`src/port_allow_deny_filter_core_macros.svh`:
```
// Assertion macros for the port allow/deny filter.
// Used by the top level; expects clk and rst_n in scope.
`ifndef PORT_ALLOW_DENY_FILTER_CORE_MACROS_SVH
`define PORT_ALLOW_DENY_FILTER_CORE_MACROS_SVH

// Check a consequent in the same cycle as its antecedent
`define PAFILT_ASSERT_NOW(lbl, ante, cons, msg) \
  lbl: assert property (@(posedge clk) disable iff (!rst_n) (ante) |-> (cons)) else $error(msg);

// Check a consequent in the cycle after its antecedent
`define PAFILT_ASSERT_NEXT(lbl, ante, cons, msg) \
  lbl: assert property (@(posedge clk) disable iff (!rst_n) (ante) |=> (cons)) else $error(msg);

`endif

```
`src/pafilt_pkg.sv`:
```
// Shared constants and types of the port allow/deny filter.
// No dependencies; imported by every module of the block.
`timescale 1ns / 1ps
package pafilt_pkg;

  // Block dimensions
  localparam int PROTO_COUNT = 2;
  localparam int PORT_BITS   = 16;
  localparam int PORT_FIELD_W = 16;
  localparam int CNT_W       = 17;

  // Bitmap row layout: one row holds 2^LANE_BITS ports, two bits each {deny, allow}
  localparam int LANE_BITS      = 5;
  localparam int ROW_W          = 2 << LANE_BITS;
  localparam int BIT_POS_W      = LANE_BITS + 1;
  localparam int ROWS_PER_PROTO = 1 << (PORT_BITS - LANE_BITS);
  localparam int RAM_DEPTH      = PROTO_COUNT * ROWS_PER_PROTO;
  localparam int PROTO_W        = (PROTO_COUNT > 1) ? $clog2(PROTO_COUNT) : 1;
  localparam int ROW_ADDR_W     = PROTO_W + PORT_BITS - LANE_BITS;

  // Set select codes
  localparam logic SEL_ALLOW = 1'b0;
  localparam logic SEL_DENY  = 1'b1;

  // Request kinds
  typedef enum logic [1:0] {
    KIND_CHECK = 2'd0,
    KIND_ADD   = 2'd1,
    KIND_DEL   = 2'd2,
    KIND_NOP   = 2'd3
  } kind_t;

  // Member count update request
  typedef struct packed {
    logic               inc;
    logic               dec;
    logic [PROTO_W-1:0] proto;
    logic               sel;
  } cnt_upd_t;

  // Member counts of one protocol
  typedef struct packed {
    logic [CNT_W-1:0] deny_cnt;
    logic [CNT_W-1:0] allow_cnt;
  } cnt_pair_t;

endpackage

```
`src/pafilt_set_counts.sv`:
```
// Member counts of every (protocol, set) pair, cleared at reset.
// Depends on pafilt_pkg for the count width and update request type.
`timescale 1ns / 1ps
module pafilt_set_counts (
  input  logic                          clk,
  input  logic                          rst_n,
  input  logic [pafilt_pkg::PROTO_W-1:0] rd_proto,
  output pafilt_pkg::cnt_pair_t          rd_cnt,
  input  pafilt_pkg::cnt_upd_t           upd
);
  import pafilt_pkg::*;

  logic [CNT_W-1:0] cnt_r [PROTO_COUNT][2];

  // Step the selected count up on an add, down on a delete
  always_ff @(posedge clk) begin
    if (!rst_n) begin
      for (int p = 0; p < PROTO_COUNT; p++) begin
        for (int s = 0; s < 2; s++) begin
          cnt_r[p][s] <= '0;
        end
      end
    end else if (upd.inc) begin
      cnt_r[upd.proto][upd.sel] <= cnt_r[upd.proto][upd.sel] + 1'b1;
    end else if (upd.dec) begin
      cnt_r[upd.proto][upd.sel] <= cnt_r[upd.proto][upd.sel] - 1'b1;
    end
  end

  // Both counts of the requested protocol
  assign rd_cnt.allow_cnt = cnt_r[rd_proto][SEL_ALLOW];
  assign rd_cnt.deny_cnt  = cnt_r[rd_proto][SEL_DENY];

endmodule

```
`config.mk`:
```
export PLATFORM = sky130hd
export DESIGN_NAME = pafilt_set_counts
export DESIGN_NICKNAME = d
export VERILOG_FILES = /design/src/port_allow_deny_filter_core_macros.svh /design/src/pafilt_pkg.sv /design/src/pafilt_set_counts.sv
export SDC_FILE = /design/constraint.sdc
export NUM_CORES = 1
export LEC_CHECK = 0
export ABC_AREA = 1
export BUFFER_PORTS_ARGS = -buffer_cell sky130_fd_sc_hd__buf_2
export CORE_ASPECT_RATIO = 2
export CORE_UTILIZATION = 55
export CTS_CLUSTER_SIZE = 25
export DETAILED_ROUTE_END_ITERATION = 10
export GPL_TIMING_DRIVEN = 1
export PLACE_DENSITY = 0.77
export SKIP_LAST_GASP = 1
export SYNTH_ARGS = -nofsm -noshare
export SYNTH_HDL_FRONTEND = slang
export SYNTH_SLANG_ARGS = --single-unit
```
`constraint.sdc`:
```
create_clock -name clk -period 2.4 [get_ports clk]
set_input_delay 0.36 -clock clk [delete_from_list [all_inputs] [get_ports clk]]
set_output_delay 0.36 -clock clk [all_outputs]
set_load 0.01 [all_outputs]
```
# After elaboration in Yosys (flattened, before gate mapping)
# Memories as Yosys holds them, arrays and structs flattened.
# Index checks and enable logic that the tools add are counted.
dict set report totals {
  regBits 0
  ramBits 68
  mem_count 1
}
# name words word_bits read_ports rd_clocked_by_memory_dff wr line_no
set mem_list {}
lappend mem_list {cnt_r 2 34 2 0 2 pafilt_set_counts.sv:13} ;# logic [CNT_W-1:0] cnt_r [PROTO_COUNT][2];
dict set report classes {
  add_sub_neg 2
  order_cmp 2
  mux 50
  bitwise_logic 35
  reduce_logical 2
}
# cell count
set ops {}
lappend ops {{$mux W34} 4}
lappend ops {{$mux W17} 4}
lappend ops {{$mux W1} 41}
lappend ops {{$or A1 B1 Y1} 34}
lappend ops {{$reduce_or A34 Y1} 1}
lappend ops {{$add A17 B1 Y17 const B} 1}
lappend ops {{$demux W17 S1} 1}
lappend ops {{$sub A17 B1 Y17 const B} 1}
lappend ops {{$ge A2 B2 Y1 const B} 1}
lappend ops {{$lt A2 B1 Y1 const B} 1}
lappend ops {{$not A1 Y2} 1}
lappend ops {{$logic_and A1 B1 Y1} 1}

# Logic depth before layout (Yosys ltp)
# Gate-level depths: netlist (run 1).
dict set report depth {
  depth_word 9
  depth_mapped 18
  mapped_depth_nobuf 16
}

# Worst setup path after synthesis (run 1)
# OpenSTA, ideal clock, no wires.
dict set report synth_timing {
  path_kind {input to register}
  startpoint {input upd[1] (netlist name)}
  endpoint {memory cnt_r[1][0] (netlist name) (enable)}
  setup_time_ns 0.418
  t_arrival_ns 2.163
  required_time_ns 1.982
  setup_slack_ns -0.180
  cell_stages 5
  cell_sequence {buf_6 -> inv_8 -> buf_8 -> buf_8 -> o31ai_1}
}
# item line_no
set synth_rtl {}
lappend synth_rtl {{start, declared} pafilt_set_counts.sv:9} ;# input pafilt_pkg::cnt_upd_t upd
lappend synth_rtl {{end, declared} pafilt_set_counts.sv:13}

==> results of run 1 <==
repair_timing:
| action | CTS | global route |
|---|---|---|
| buffers inserted | 0 | 1 |
| gates resized for setup | 0 | 6 |
| setup endpoints to repair | 0 | 6 |
| endpoints found under the hold margin | 0 | 0 |
synthesized netlist by cell type, types with 8 or more instances:
library cell               count  area (um2)
sky130_fd_sc_hd__a21oi_1       9        45.0
sky130_fd_sc_hd__edfxtp_1     68        2040
sky130_fd_sc_hd__inv_1        31         116
sky130_fd_sc_hd__mux2_2       28         315
sky130_fd_sc_hd__nand2_1     193         724
sky130_fd_sc_hd__nand2_2      18         113
sky130_fd_sc_hd__nand3_1      65         325
sky130_fd_sc_hd__nand3_2       9        90.1
sky130_fd_sc_hd__nor2_1       89         334
sky130_fd_sc_hd__nor2_2        9        56.3
sky130_fd_sc_hd__nor2_4        8        90.1
sky130_fd_sc_hd__o21ai_0      15        75.1
sky130_fd_sc_hd__xor2_1       10        87.6
per-stage QoR:
stage,power [uW],hold slack [ps],TNS (ps)
2_1_floorplan,1960,759,0
3_3_place_gp,2260,733,-837
3_5_place_dp,2280,731,-1110
4_1_cts,3580,384,0
5_1_grt,3720,403,-37.4
6_report,3590,392,0
cell type report:
| type | count | area (um2) | area share [%] |
|---|---|---|---|
| clock buffer | 10 | 229 | 3.99 |
| clock inverter | 6 | 63.8 | 1.11 |
| inverter | 37 | 146 | 2.55 |
| multi-input combinational | 479 | 2480 | 43.2 |
| sequential | 68 | 2040 | 35.6 |
| tap | 98 | 123 | 2.14 |
| timing repair buffer | 94 | 656 | 11.4 |
worst max-delay path: stages:
cell,delay (ps)
sky130_fd_sc_hd__buf_2,260
sky130_fd_sc_hd__buf_12,190
sky130_fd_sc_hd__nand2_1,60
sky130_fd_sc_hd__nand3_1,220
sky130_fd_sc_hd__nand2_2,190
sky130_fd_sc_hd__buf_4,190
sky130_fd_sc_hd__inv_1,80
sky130_fd_sc_hd__xor2_1,260
sky130_fd_sc_hd__nand2_1,80
sky130_fd_sc_hd__o21ai_1,260
sky130_fd_sc_hd__buf_4,200
sky130_fd_sc_hd__nor2_1,40
per-layer routing:
metal	up-vias	share of wire, %	routed length (um)
li1	2160	-	-
met3	70	5.5	840
met4	0	10	1550
met1	2182	33	4960
met5	-	0	0
met2	181	52	7830
kinds of logic (layout without fill, tap and decap cells):
family          after synthesis  after routing
compound gates               33             33
xor+xnor                     13             13
mux                          28             28
buf+inv                      60            147
flops                        68             68
fa+ha+maj                     2              2
simple gates                403            403
final timing paths:
path                                   start            to  slack (ps)  cells past startpoint
worst max-delay path                  upd[1]  cnt_r[1][20]          80                     12
worst min-delay path                   rst_n  cnt_r[0][33]         390                      2
worst max register to register   cnt_r[1][0]  cnt_r[1][20]         110                     11
worst min register to register  cnt_r[1][33]  cnt_r[1][16]         930                      6
power groups by stage:
stage | logic, uW | clock network, uW | registers [uW]
floorplan | 515 | 0 | 1450
global placement | 804 | 0 | 1460
detailed placement | 817 | 0 | 1460
CTS | 822 | 1320 | 1440
global route | 913 | 1360 | 1450
finish | 837 | 1320 | 1440
==> reports/qor.yml, run 1 <==
detailedRoute.firstPassIterationCount: 5
syn-cell-area_mm2: 0.00480
top_level_ports: 41
vias: 4593
wirelength_mm: 15.2
design.final.nets: 698
synth_async_sr_flop_share_pct: 0
worst_ep_required_time_ps: 2480
grt.busiest_layer: "met2"
core_mm2: 0.00835
post-route-util_pct: 68.8
yosys_most_used_dff: "sky130_fd_sc_hd__edfxtp_1"
clock_network_fraction_of_total_power_pct: 36.6
via_count_of_the_first_global_routing_pass: 4582
groute.layer.met1.usage_pct: 34.6
synth_cell_type_count: 33
numCtsBuffers: 9
insertion_delay_ps: 340
slew_headroom_pct: 62.0
antenna_left: 0
number_of_synthesized_flops_with_an_enable_pin: 68
post-route-period-util_pct: 96.8
vdd.ir_drop.worst_mv: 0.471
max_flop_register: "cnt_r"
hpwl_mm: 11.2
run_status: "finished, final reports clean"
clkSlewWorstSetupHoldPaths_ps: 60
largest_register_ff_count: 68
dr.first_iter.drc_count: 312
first_pass_grt_wire_length_mm: 23.2
grt_max_degree: 31
use_met2_pct: 61.3
synth_area_per_cell_um2: 7.91
synth_compound_gate_area_share_pct: 3.54
tritoncts_num_sinks: 68
power_frac_comb_pct: 23.3
final_cell_area_mm2: 0.00574
report.final.slew_viol_count: 0
timing.critical_path.fanout_max: 14
final_hold_viol_count: 0
power_density_mw_per_mm2: 626
seqPwrFrac_pct: 40.1
timing_worst_setup_path_type: "input port to flip-flop"
timing.clock.skew_ps: 5.90
groute.layer.met3.usage_pct: 8.16
routedWlPerCell_um: 19.2
sw_pwr_uw: 1090
synth.ff_latch_count: 68
pint_uw: 2500
endpoints_failing_setup: 0
grt_antenna_before_repair: 0
post_synth_fa_ha_maj_area_fraction_pct: 0.521
floorplan.die_area_mm2: 0.00913
layout.cells.most_common_list: "sky130_fd_sc_hd__nand2_1, sky130_fd_sc_hd__nor2_1, sky130_fd_sc_hd__edfxtp_1, sky130_fd_sc_hd__nand3_1, sky130_fd_sc_hd__buf_4"
floorplan.die.height_um: 134
hold_buffers: 0
clockRootBuffer: "sky130_fd_sc_hd__clkbuf_16"
mostFrequentLayoutCell: "sky130_fd_sc_hd__nand2_1"
cts_buffer_depth: 2
placed_cells_incl_taps: 775
synthSimpleGateAreaFrac_pct: 38.1
muxShareOfSynthArea_pct: 6.57
vias_per_cell: 5.80
fin_cells: 792
place_area_mm2: 0.00542
combinational_family_with_the_most_area_after_synthesis: "simple AND/OR/NAND/NOR gates"
share_of_the_synthesized_netlist_area_taken_by_xor_and_xnor_gates_pct: 2.37
place_worst_setup_slack_ps: -206
cts_htree_levels: 3
switching_share_pct: 30.3
drc_errors: 0
final_critical_path_setup_slack_ps: 76.7
area.growth.synth_to_final_pct: 19.6
crit_arrival_ps: 2410
synth_warnings: 0
cts_tree: "done"
layout.filler_cells: 696
finalWeightedCongestion: 0.937
synth_sequential_area_ratio_pct: 42.5
hold_path.class: "input port to flip-flop"
critPathCaptureType: "flip-flop"
start_util_pct: 57.5
final_layout_size_suffix_gt1_share_pct: 28.1
postSynthNetCount: 616
horizontal_die_dimension_um: 68.1
worst_slew_pin_tran_ps: 566
largest_registers: "cnt_r (68)"
unrepaired_setup_endpoints_after_global_routing: "yes"
grtUsageTotal_pct: 36.6
number_of_diodes_added_for_antenna_fixing: 0
post-route-min-period_ps: 2320
cap_violations: 0
p_leak_uw: 0.00256
fmax_ghz: 0.430
place.port_buffers: 40
placement_rows: 47
critPathLaunchType: "input port"
grt_remaining_overflow: 0
synthesis.instances: 607
No activity file was read; power rests on OpenSTA's default activity.
==> run 2: changes to the inputs <==
CELL_PAD_IN_SITES_DETAIL_PLACEMENT = 2   (was default)
CELL_PAD_IN_SITES_GLOBAL_PLACEMENT = 2   (was default)
CORE_ASPECT_RATIO = default   (was 2)
CORE_UTILIZATION = 33   (was 55)
PLACE_DENSITY = default   (was 0.77)
PLACE_DENSITY_LB_ADDON = 0.1   (was default)
==> run 2 against run 1 <==
  * Register-to-register slack improved by 50 ps
  * Critical endpoint is now cnt_r[1][28]
  * Final cell count rose by 11%
  * Hold slack improved by 140 ps
  * Die area rose by 65%
  * Clock power fell by 7%
  * First-iteration DRC count fell by 14%
  * Sequential share of layout area fell by 0.51 points
  * Clock skew barely moved
  * Via count barely moved
  * Routed wire length rose by 24%
  * Critical path type unchanged
  * Non-clock buffer count rose by 3
==> reports/qor.yml, run 2 (same netlist as run 1, synthesis figures left out) <==
run_status: "finished, final reports clean"
endpoints_failing_setup: 0  # unchanged
cts_buffer_depth: 2  # unchanged
final_hold_viol_count: 0  # unchanged
seqPwrFrac_pct: 40.5  # +0.4 points
cts_resized: 0  # unchanged
worst_ep_required_time_ps: 2490  # about the same
finalWeightedCongestion: 0.840  # -10%
largest_register_ff_count: 68  # unchanged
top_level_ports: 41  # unchanged
hold_path.class: "input port to flip-flop"
layout.cells.most_common_list: "sky130_fd_sc_hd__nand2_1, sky130_fd_sc_hd__nor2_1, sky130_fd_sc_hd__edfxtp_1, sky130_fd_sc_hd__nand3_1, sky130_fd_sc_hd__buf_4"
placement_rows: 43  # -8.5%
drc_errors: 0  # unchanged
insertion_delay_ps: 340  # about the same
crit_path_start: "upd[1]"
clkSlewWorstSetupHoldPaths_ps: 60  # about the same
clock_network_fraction_of_total_power_pct: 34.6  # -2.0 points
grt_antenna_before_repair: 0  # unchanged
number_of_diodes_added_for_antenna_fixing: 0  # unchanged
numCtsBuffers: 9  # unchanged
cap_violations: 0  # unchanged
area.growth.synth_to_final_pct: 21.3
hpwl_mm: 14.3  # +28%
critPathLaunchType: "input port"
placed_cells_incl_taps: 861  # +11%
place_area_mm2: 0.00554  # +2.2%
slew_headroom_pct: 53.2  # -8.8 points
vias_per_cell: 5.24  # -9.7%
dr.first_iter.drc_count: 267  # -14%
post-route-min-period_ps: 2250  # -70.0 ps
vias: 4594  # +0.022%
horizontal_die_dimension_um: 123  # +80%
first_pass_grt_wire_length_mm: 28.6  # +23%
start_util_pct: 34.2  # -23 points
worstHoldStart: "rst_n"
p_leak_uw: 0.00255  # -0.25%
core_mm2: 0.0140  # +68%
tritoncts_num_sinks: 68  # unchanged
hold_buffers: 0  # unchanged
via_count_of_the_first_global_routing_pass: 5014  # +9.4%
mostFrequentLayoutCell: "sky130_fd_sc_hd__nand2_1"
crit_arrival_ps: 2340  # -70 ps
critPathCaptureType: "flip-flop"
report.final.slew_viol_count: 0  # unchanged
fin_cells: 877  # +11%
worst_slew_pin_tran_ps: 702  # +135 ps
sw_pwr_uw: 1160  # +6.1%
design.final.nets: 701  # +0.43%
switching_share_pct: 32.5  # +2.2 points
post-route-period-util_pct: 93.9  # -2.9 points
grtUsageTotal_pct: 26.5  # -10 points
floorplan.die_area_mm2: 0.0150  # +65%
final_cell_area_mm2: 0.00583  # +1.5%
cts_tree: "done"
timing.clock.skew_ps: 5.61  # -0.295 ps
final_layout_size_suffix_gt1_share_pct: 28.1  # about the same
power_frac_comb_pct: 24.9  # +1.6 points
detailedRoute.firstPassIterationCount: 4  # -1
timing.critical_path.fanout_max: 13  # -1
place_worst_setup_slack_ps: -274  # -67.6 ps
max_flop_register: "cnt_r"
pint_uw: 2400  # -4.2%
cts_htree_levels: 3  # unchanged
grt_max_degree: 41  # +32%
regToRegStartpoint: "cnt_r[1][1]"
timing_worst_setup_path_type: "input port to flip-flop"
unrepaired_setup_endpoints_after_global_routing: "yes"
grt_remaining_overflow: 0  # unchanged
register_to_register_setup_slack_ps: 160  # +50 ps
final_critical_path_setup_slack_ps: 147  # +70.0 ps
postCtsSetupBuffers: 0  # unchanged
largest_registers: "cnt_r (68)"
routedWlPerCell_um: 21.4  # +12%
power_density_mw_per_mm2: 610  # -2.5%
antenna_left: 0  # unchanged
floorplan.die.height_um: 123  # -8.6%
place.port_buffers: 40  # unchanged
clockRootBuffer: "sky130_fd_sc_hd__clkbuf_16"
wirelength_mm: 18.8  # +24%
fmax_ghz: 0.444  # +3.1%
vdd.ir_drop.worst_mv: 0.302  # -36%
==> run 2: cell type report <==
cell class                      count  area, um2
Clock buffer                       11        233
Clock inverter                      5       28.8
Fill cell                        1676       8220
Inverter                           37        146
Multi-Input combinational cell    479       2480
Sequential cell                    68       2040
Tap cell                          180        225
Timing Repair Buffer               97        668
==> run 2: path summary, 6_finish.rpt <==
| kind | endpoint | cells past startpoint |
|---|---|---|
| setup / recovery | cnt_r[1][28] | 13 |
| hold / removal | cnt_r[0][15] | 3 |
| setup reg to reg | cnt_r[0][33] | 15 |
| hold reg to reg | cnt_r[1][0] | 6 |
==> run 2: worst max-delay path, cell delays in order <==
cell	delay, ps
sky130_fd_sc_hd__clkbuf_4	230
sky130_fd_sc_hd__buf_4	250
sky130_fd_sc_hd__nand2_1	70
sky130_fd_sc_hd__nand3_1	150
sky130_fd_sc_hd__nand2_2	170
sky130_fd_sc_hd__nor2_1	250
sky130_fd_sc_hd__nand2_1	150
sky130_fd_sc_hd__nor2_4	180
sky130_fd_sc_hd__nand3_1	100
sky130_fd_sc_hd__nand2_1	90
sky130_fd_sc_hd__nand2_1	50
sky130_fd_sc_hd__nand2_1	210
sky130_fd_sc_hd__nor2_1	60
==> run 2: power by group through the flow <==
stage                     combinational (uW)  sequential, uW  clock [uW]
after floorplan                          515            1450           0
after global placement                   835            1460           0
after detailed placement                 872            1460           0
after CTS                                881            1440        1240
after global routing                     961            1450        1280
final                                    885            1440        1230
==> run 2: metrics by stage <==
stage               total power, uW  hold slack [ps]  utilization [%]  TNS [ps]
finish                         3550              529             41.5         0
global route                   3690              545             41.5     -62.4
CTS                            3560              529             41.3         0
detailed placement             2340              886             39.4     -8230
global placement               2290              885             39.4     -3820
floorplan                      1960              759                -         0
==> run 2: per-layer routing <==
layer,global-route usage [%],part of all wire (%),vias to the layer above
li1,-,-,2163
met1,35.6,45,2339
met2,44.1,48,75
met3,3.39,4.8,17
met4,8.16,1.3,0
met5,0,0,-
